**config.mk**
```make
export PLATFORM = sky130hd
export DESIGN_NAME = sorted_min_priority_queue
export DESIGN_NICKNAME = d
export VERILOG_FILES = /design/src/hw/rtl/smpq_pkg.sv /design/src/hw/rtl/smpq_ram.sv /design/src/hw/rtl/sorted_min_priority_queue.sv
export VERILOG_INCLUDE_DIRS = /design/src /design/src/hw/rtl
export SDC_FILE = /design/constraint.sdc
export NUM_CORES = 1
export LEC_CHECK = 0
export ABC_AREA = 1
export BUFFER_PORTS_ARGS = -buffer_cell sky130_fd_sc_hd__buf_2
export CORE_ASPECT_RATIO = 1.4
export CORE_MARGIN = 5
export CORE_UTILIZATION = 35
export DETAILED_ROUTE_END_ITERATION = 10
export SLEW_MARGIN = 5
export SYNTH_ARGS = -nofsm -noshare
export SYNTH_HDL_FRONTEND = slang
export SYNTH_SLANG_ARGS = --single-unit
export TNS_END_PERCENT = 5
```
**constraint.sdc**
```tcl
create_clock -name clk -period 12 [get_ports clk]
set_clock_uncertainty 0.1 [all_clocks]
set_input_delay 0 -clock clk [delete_from_list [all_inputs] [get_ports clk]]
set_output_delay 0 -clock clk [all_outputs]
set_load 0.1 [all_outputs]
```
**src/hw/rtl/assert_macros.svh**
```systemverilog
// Assertion macros shared by the RTL. Simulation builds get concurrent
// assertions; synthesis builds get nothing.
`ifndef ASSERT_MACROS_SVH
`define ASSERT_MACROS_SVH

`ifndef SYNTHESIS

// Implication or plain property checked at every rising clock edge out of reset.
`define ASSERT_CLK(lbl, clk, rst, prop, msg) \
  lbl: assert property (@(posedge clk) disable iff (rst) (prop)) else $error(msg);

// Condition that must never be true at a rising clock edge out of reset.
`define ASSERT_NEVER(lbl, clk, rst, cond, msg) \
  lbl: assert property (@(posedge clk) disable iff (rst) !(cond)) else $error(msg);

`else

`define ASSERT_CLK(lbl, clk, rst, prop, msg)
`define ASSERT_NEVER(lbl, clk, rst, cond, msg)

`endif

`endif

```
**src/hw/rtl/smpq_pkg.sv**
```systemverilog
`default_nettype none

package smpq_pkg;

  localparam int CAPACITY = 16;
  localparam int ADDR_W   = $clog2(CAPACITY);
  localparam int CNT_W    = $clog2(CAPACITY + 1);

  localparam logic [CNT_W-1:0] CAP_CNT = CNT_W'(CAPACITY);

  localparam logic [1:0] OP_INSERT = 2'd0;
  localparam logic [1:0] OP_DELETE = 2'd1;
  localparam logic [1:0] OP_LIST   = 2'd2;

  localparam logic [1:0] ST_OK    = 2'd0;
  localparam logic [1:0] ST_EMPTY = 2'd1;
  localparam logic [1:0] ST_FULL  = 2'd2;

  typedef struct packed {
    logic        [1:0]  operation;
    logic signed [31:0] item_value;
    logic signed [15:0] priority_req;
  } req_t;

  typedef struct packed {
    logic signed [31:0] out_value;
    logic signed [15:0] out_priority;
    logic        [1:0]  status;
    logic               last;
  } rsp_t;

  typedef struct packed {
    logic signed [15:0] prio;
    logic signed [31:0] value;
  } entry_t;

  localparam int ENTRY_W = $bits(entry_t);

endpackage

`default_nettype wire

```
**src/hw/rtl/smpq_ram.sv**
```systemverilog
`default_nettype none

module smpq_ram #(
  parameter int WIDTH = 8,
  parameter int DEPTH = 16
) (
  input  wire logic                     clk,
  input  wire logic                     we,
  input  wire logic [$clog2(DEPTH)-1:0] waddr,
  input  wire logic [WIDTH-1:0]         wdata,
  input  wire logic [$clog2(DEPTH)-1:0] raddr,
  output logic      [WIDTH-1:0]         rdata
);

  logic [WIDTH-1:0] mem [DEPTH];

  always_ff @(posedge clk) begin
    if (we) begin
      mem[waddr] <= wdata;
    end
    rdata <= mem[raddr];
  end

endmodule

`default_nettype wire

```
**src/hw/rtl/sorted_min_priority_queue.sv**
```systemverilog
// Sorted minimum priority queue of up to CAPACITY (value, priority) entries.
// Requests arrive on req (req_valid/req_ready); results leave on rsp
// (rsp_valid/rsp_ready). Operation insert adds an entry behind all entries
// of lower or equal priority, delete removes and returns the minimum, and
// list returns every entry in ascending order with last set on the final one.
// Entries live in one memory with a single registered read port; a small
// sequencer walks it one entry at a time, reading an entry in one cycle and
// comparing, writing back or emitting it in the next.
// While busy, an insert moves each larger entry up one place, a delete
// returns the minimum and shifts the remaining entries down, and a list
// reads out every entry; an empty or full request answers with a status
// only. req_ready is low while a request is being worked on.
// Results go through an output register, so a delete emits its result first
// and then shifts the remaining entries while that result waits. When the
// receiver stalls, the sequencer waits at its next result and holds its place.
// Reset empties the queue at once; memory contents are not cleared and are
// never read before they are written. Operation code 3 is dropped silently.
`default_nettype none

`include "assert_macros.svh"

module sorted_min_priority_queue
  import smpq_pkg::*;
(
  input  wire logic clk,
  input  wire logic rst,
  input  wire logic req_valid,
  output logic      req_ready,
  input  wire req_t req,
  output logic      rsp_valid,
  input  wire logic rsp_ready,
  output rsp_t      rsp
);

  typedef enum logic [3:0] {
    S_IDLE,
    S_INS_RD,
    S_INS_CMP,
    S_INS_PUT,
    S_DEL_RD,
    S_DEL_OUT,
    S_DEL_SRD,
    S_DEL_SWR,
    S_LST_RD,
    S_LST_OUT,
    S_RESP
  } state_t;

  state_t            state, state_next;
  logic [CNT_W-1:0]  idx, idx_next;
  logic [CNT_W-1:0]  count, count_next;
  entry_t            new_ent, new_ent_next;
  logic [1:0]        resp_st, resp_st_next;
  logic              rsp_valid_next;
  rsp_t              rsp_next;

  logic              we;
  logic [ADDR_W-1:0] waddr;
  logic [ADDR_W-1:0] raddr;
  entry_t            wdata;
  logic [ENTRY_W-1:0] rdata;
  entry_t            rd_ent;

  logic [CNT_W-1:0]  idx_dec;
  logic [CNT_W-1:0]  idx_inc;
  logic              slot_free;

  assign rd_ent    = entry_t'(rdata);
  assign idx_dec   = idx - CNT_W'(1);
  assign idx_inc   = idx + CNT_W'(1);
  assign slot_free = !rsp_valid || rsp_ready;
  assign req_ready = (state == S_IDLE);

  smpq_ram #(
    .WIDTH(ENTRY_W),
    .DEPTH(CAPACITY)
  ) u_ram (
    .clk  (clk),
    .we   (we),
    .waddr(waddr),
    .wdata(wdata),
    .raddr(raddr),
    .rdata(rdata)
  );

  always_comb begin
    state_next     = state;
    idx_next       = idx;
    count_next     = count;
    new_ent_next   = new_ent;
    resp_st_next   = resp_st;
    rsp_valid_next = rsp_valid && !rsp_ready;
    rsp_next       = rsp;
    we             = 1'b0;
    waddr          = idx[ADDR_W-1:0];
    wdata          = new_ent;
    raddr          = idx[ADDR_W-1:0];

    case (state)
      S_IDLE: begin
        if (req_valid) begin
          case (req.operation)
            OP_INSERT: begin
              if (count == CAP_CNT) begin
                resp_st_next = ST_FULL;
                state_next   = S_RESP;
              end else begin
                new_ent_next.prio  = req.priority_req;
                new_ent_next.value = req.item_value;
                idx_next           = count;
                state_next         = (count == '0) ? S_INS_PUT : S_INS_RD;
              end
            end
            OP_DELETE: begin
              if (count == '0) begin
                resp_st_next = ST_EMPTY;
                state_next   = S_RESP;
              end else begin
                state_next = S_DEL_RD;
              end
            end
            OP_LIST: begin
              if (count == '0) begin
                resp_st_next = ST_EMPTY;
                state_next   = S_RESP;
              end else begin
                idx_next   = '0;
                state_next = S_LST_RD;
              end
            end
            default: begin
            end
          endcase
        end
      end

      S_INS_RD: begin
        raddr      = idx_dec[ADDR_W-1:0];
        state_next = S_INS_CMP;
      end

      // The entry just below the hole is compared with the new key: equal
      // keys stay ahead of the new entry, larger ones move up one place.
      S_INS_CMP: begin
        raddr = idx_dec[ADDR_W-1:0];
        we    = 1'b1;
        if ($signed(rd_ent.prio) <= $signed(new_ent.prio)) begin
          wdata        = new_ent;
          count_next   = count + CNT_W'(1);
          resp_st_next = ST_OK;
          state_next   = S_RESP;
        end else begin
          wdata      = rd_ent;
          idx_next   = idx_dec;
          state_next = (idx_dec == '0) ? S_INS_PUT : S_INS_RD;
        end
      end

      S_INS_PUT: begin
        we           = 1'b1;
        wdata        = new_ent;
        count_next   = count + CNT_W'(1);
        resp_st_next = ST_OK;
        state_next   = S_RESP;
      end

      S_DEL_RD: begin
        raddr      = '0;
        state_next = S_DEL_OUT;
      end

      S_DEL_OUT: begin
        raddr = '0;
        if (slot_free) begin
          rsp_valid_next        = 1'b1;
          rsp_next.out_value    = rd_ent.value;
          rsp_next.out_priority = rd_ent.prio;
          rsp_next.status       = ST_OK;
          rsp_next.last         = 1'b1;
          if (count == CNT_W'(1)) begin
            count_next = '0;
            state_next = S_IDLE;
          end else begin
            idx_next   = CNT_W'(1);
            state_next = S_DEL_SRD;
          end
        end
      end

      S_DEL_SRD: begin
        state_next = S_DEL_SWR;
      end

      S_DEL_SWR: begin
        we    = 1'b1;
        waddr = idx_dec[ADDR_W-1:0];
        wdata = rd_ent;
        if (idx_inc == count) begin
          count_next = count - CNT_W'(1);
          state_next = S_IDLE;
        end else begin
          idx_next   = idx_inc;
          state_next = S_DEL_SRD;
        end
      end

      S_LST_RD: begin
        state_next = S_LST_OUT;
      end

      S_LST_OUT: begin
        if (slot_free) begin
          rsp_valid_next        = 1'b1;
          rsp_next.out_value    = rd_ent.value;
          rsp_next.out_priority = rd_ent.prio;
          rsp_next.status       = ST_OK;
          rsp_next.last         = (idx_inc == count);
          if (idx_inc == count) begin
            state_next = S_IDLE;
          end else begin
            idx_next   = idx_inc;
            state_next = S_LST_RD;
          end
        end
      end

      S_RESP: begin
        if (slot_free) begin
          rsp_valid_next        = 1'b1;
          rsp_next.out_value    = '0;
          rsp_next.out_priority = '0;
          rsp_next.status       = resp_st;
          rsp_next.last         = 1'b1;
          state_next            = S_IDLE;
        end
      end

      default: begin
        state_next = S_IDLE;
      end
    endcase
  end

  always_ff @(posedge clk) begin
    if (rst) begin
      state     <= S_IDLE;
      count     <= '0;
      rsp_valid <= 1'b0;
    end else begin
      state     <= state_next;
      count     <= count_next;
      rsp_valid <= rsp_valid_next;
    end
    idx     <= idx_next;
    new_ent <= new_ent_next;
    resp_st <= resp_st_next;
    rsp     <= rsp_next;
  end

  `ASSERT_NEVER(a_count_bound, clk, rst, count > CAP_CNT, "entry count above capacity")

  `ASSERT_CLK(a_empty_delete, clk, rst,
    (req_valid && req_ready && req.operation == OP_DELETE && count == '0) |=> state == S_RESP,
    "delete on empty queue must answer with a status only")

  `ASSERT_CLK(a_not_last_ok, clk, rst,
    (rsp_valid && !rsp.last) |-> (rsp.status == ST_OK && state != S_IDLE),
    "only a list result in progress may leave last low")

endmodule

`default_nettype wire

```
==> Implementation_results.wiki <==
{| class="wikitable"
! Metric !! Value
|-
| Worst Tran Pin Value || 1300 ps
|-
| Area inside the core boundary || 0.110 mm2
|-
| Post-synth EDFFs || 874
|-
| Hold depth || 2
|-
| Total die area || 0.118 mm2
|-
| Number of buffers between clock root and the deepest sink || 3
|-
| Number of max-capacitance violations reported || 0
|-
| Vert. Die Dim || 404 um
|-
| P_int || 7490 uW
|-
| Final Wtd Congestion || 0.836
|-
| Share of cells above drive strength 1 || 12.1%
|-
| Post-synth top flop || sky130_fd_sc_hd__edfxtp_1
|-
| Number of setup violations in the final report || 0
|-
| Worst slack, placed || 7170 ps
|-
| CP cell instances || nor2_1 > nand2_2 > nand2_4 > a21oi_2 > nand2_4 > nand2_8 > buf_12 > buf_4 > nand2_1 > o211ai_1 > nand3_1 > nand3_1 > nand2_1
|-
| CTS buffer count || 90
|-
| Flop-to-flop setup slack || 6920 ps
|-
| Slowest cell delay on critical path || 970 ps
|-
| Number of detailed-routing iterations run before antenna repair || 9
|-
| Maximum resistive drop on vdd || 456 uV
|-
| Part of the cycle the worst path needs || 42.4%
|-
| Fraction of the core area covered by cells at the end of the flow || 41.0%
|-
| Psw || 5410 uW
|-
| Width of the chip || 292 um
|-
| Mean area per synthesized cell || 11.9 um2
|-
| Standard-cell row count || 144
|-
| CTS H-tree depth || 3
|-
| Switching Fraction || 41.9%
|-
| CP max-delay cell || sky130_fd_sc_hd__buf_4
|-
| CTS tree || yes
|-
| Wire length of the first global-routing pass || 147 mm
|-
| Clk pin slew, worst setup/hold paths || 70 ps
|-
| # clock sinks || 932
|-
| Data required time at the worst endpoint || 12450 ps
|-
| Outcome || finished clean
|-
| Highest Clock Rate || 197 MHz
|-
| Portion of total power attributed to combinational logic || 44.4%
|-
| Cell variety after synth || 39
|-
| Initial core utilization || 35.3%
|-
| Number of standard cells after synthesis || 3252
|-
| Layout Cells excl Fill || 4983
|-
| Clock latency reported for the late side of the worst-skew pair || 660 ps
|-
| Hold Path Sink || new_ent[46]
|-
| Register bit count reported by yosys || 932
|-
| DRT iter0 DRCs || 1861
|-
| Maximum number of pins on one net before global-route repair || 224
|-
| Clock period minus worst slack || 5080 ps
|-
| Number of nets in the layout || 3528
|-
| Number of antenna violations at the first check in global routing || 0
|-
| Most instantiated cells after synthesis || sky130_fd_sc_hd__edfxtp_1 (874), sky130_fd_sc_hd__nand2_1 (760), sky130_fd_sc_hd__inv_1 (403)
|-
| Worst hold path type || in2reg
|-
| Netlist area before placement || 0.0388 mm2
|-
| Antenna diodes || 0
|-
| Total track usage || 16.1%
|-
| Cell depth of the worst flop-to-flop path || 13
|-
| Top cell type's share of synthesized area || 67.6%
|-
| Drt via density || 4.93
|-
| Final wirelength || 97.5 mm
|-
| Ys async rst share || 0%
|-
| Area Overhead vs Synth || 16.2%
|-
| Setup slack after layout || 6920 ps
|-
| Sequential share of power || 33.3%
|-
| Warnings from Yosys || 0
|-
| Power density normalized to cell area || 286 mW/mm2
|-
| Ports || 107
|-
| Crit path DAT || 5530 ps
|-
| DR DRC count || 0
|-
| Headroom to the max-slew limit || 13.6%
|-
| Total of buffers placed on input and output ports || 106
|-
| Final count of pins violating max slew || 0
|-
| Worst setup SP type || flop
|-
| Part of the Yosys area used for sequential elements || 70.6%
|-
| Type of the worst setup path || reg2reg
|-
| # placed instances || 4714
|-
| Via count of the first global-routing pass || 23637
|-
| Unrepaired setup endpoints after global routing || no
|-
| Count of vias placed by the detailed router || 24564
|-
| Final HPWL DP || 46.8 mm
|-
| GR Overflow Total || 0
|-
| Leakage component of the power || 0.0171 uW
|-
| Net count after synthesis || 3332
|-
| Hold Worst Slack || 61.4 ps
|-
| Residual antenna-violating net count after detailed routing || 0
|-
| WL/cell || 19.6 um
|-
| Final count of hold timing violations || 0
|-
| Largest fanout of any net on the critical path || 223
|-
| Cell accounting for the most synthesized area || sky130_fd_sc_hd__edfxtp_1
|-
| Cell types occupying the most area after synthesis || sky130_fd_sc_hd__edfxtp_1 (68%), sky130_fd_sc_hd__nand2_1 (7.3%), sky130_fd_sc_hd__nand3_1 (4.6%)
|-
| Clk network pwr share || 22.3%
|-
| Cell with the most instances after synthesis || sky130_fd_sc_hd__edfxtp_1
|-
| Hold path start || req[14]
|-
| Aggregate negative setup slack || 0 ps
|-
| Root buffer cell || sky130_fd_sc_hd__clkbuf_16
|-
| Launch point of the worst reg-to-reg path || state[0]
|-
| Endpoint of the most critical register-to-register path || u_ram.rdata[0]
|-
| Endpoint class of the critical path || flop
|}
power groups by stage:
stage | clock [uW] | sequential [uW] | combinational [uW]
floorplan | 0 | 4430 | 4140
global placement | 0 | 4360 | 5640
detailed placement | 0 | 4370 | 5690
CTS | 2940 | 4300 | 5740
global route | 3070 | 4320 | 6360
finish | 2880 | 4300 | 5720
what timing repair did:
item / in CTS / in global routing
buffers inserted: 0 / 0
endpoints found under the hold margin: 82 / 0
resized for setup: 0 / 0
hold buffers: 102 / 0
worst max path at each step:
| stage | from | end | slack [ps] |
|---|---|---|---|
| 6_report | state[0] | u_ram.rdata[0] | 6920 |
| 5_1_grt | state[0] | u_ram.rdata[0] | 6590 |
| 4_1_cts | state[2] | u_ram.rdata[40] | 7160 |
| 3_5_place_dp | state[0] | u_ram.rdata[40] | 7170 |
| 3_3_place_gp | state[3] | u_ram.rdata[47] | 7270 |
| 2_1_floorplan | state[3] | u_ram.mem[2][0] | 7920 |
sequential cells by signal, indices dropped and copies added, names as in the netlist:
register	count
rsp	51
u_ram.mem	768
resp_st	2
u_ram.rdata	48
state	4
idx	5
rsp_valid	1
new_ent	48
count	5
routing by layer:
metal  track usage [%]  vias to the layer above  routed length (um)
met2              27.2                      750               46800
met3              2.32                      156                5750
met1              21.8                    11947               42700
met5                 0                        -                   0
met4              4.48                        0                2200
li1                  -                    11711                   -
cell usage in the layout, fill, tap and decap left out, types with 8 or more instances in the layout:
| cell type | instances |
|---|---|
| sky130_fd_sc_hd__a21oi_1 | 71 |
| sky130_fd_sc_hd__buf_2 | 106 |
| sky130_fd_sc_hd__buf_4 | 77 |
| sky130_fd_sc_hd__bufinv_16 | 9 |
| sky130_fd_sc_hd__clkbuf_1 | 14 |
| sky130_fd_sc_hd__clkbuf_16 | 93 |
| sky130_fd_sc_hd__clkbuf_8 | 8 |
| sky130_fd_sc_hd__clkinv_1 | 18 |
| sky130_fd_sc_hd__clkinv_2 | 17 |
| sky130_fd_sc_hd__dfxtp_1 | 58 |
| sky130_fd_sc_hd__dlygate4sd3_1 | 102 |
| sky130_fd_sc_hd__edfxtp_1 | 874 |
| sky130_fd_sc_hd__ha_1 | 26 |
| sky130_fd_sc_hd__inv_1 | 402 |
| sky130_fd_sc_hd__nand2_1 | 760 |
| sky130_fd_sc_hd__nand3_1 | 360 |
| sky130_fd_sc_hd__nor2_1 | 94 |
| sky130_fd_sc_hd__nor2_4 | 18 |
| sky130_fd_sc_hd__o211ai_1 | 219 |
| sky130_fd_sc_hd__o211ai_2 | 71 |
| sky130_fd_sc_hd__o21ai_0 | 60 |
| sky130_fd_sc_hd__xor2_1 | 8 |
area by class of cell:
cell class | instances | area (um2)
Multi-Input combinational cell | 1728 | 9140
Sequential cell | 932 | 27400
Inverter | 408 | 1540
Clock inverter | 52 | 517
Fill cell | 10182 | 65000
Clock buffer | 115 | 2490
Tap cell | 1460 | 1830
Timing Repair Buffer | 288 | 2190
cell families (layout without fill, tap and decap cells):
| family | count (synthesis) | in the layout | synth area share [%] |
|---|---|---|---|
| AND/OR/NAND/NOR | 1251 | 1251 | 13.4 |
| flip-flops | 932 | 932 | 70.6 |
| buffers and inverters | 592 | 863 | 6.37 |
| AO/OA/AOI/OAI | 441 | 441 | 8.58 |
| adder cells (fa/ha/maj) | 26 | 26 | 0.838 |
| XOR/XNOR | 10 | 10 | 0.226 |
worst max-delay path: cells and delay by family (launching register included):
kind | cells | cell delay [ps]
simple gates | 9 | 1940
buf+inv | 2 | 1540
flops | 1 | 460
compound gates | 2 | 350
per-stage QoR:
step           total power (uW)  instance area, um2
2_1_floorplan              8570               38800
3_3_place_gp              10000               41100
3_5_place_dp              10100               41100
4_1_cts                   13000               45100
5_1_grt                   13700               45100
6_report                  12900               45100
No activity file was read; power rests on OpenSTA's default activity.
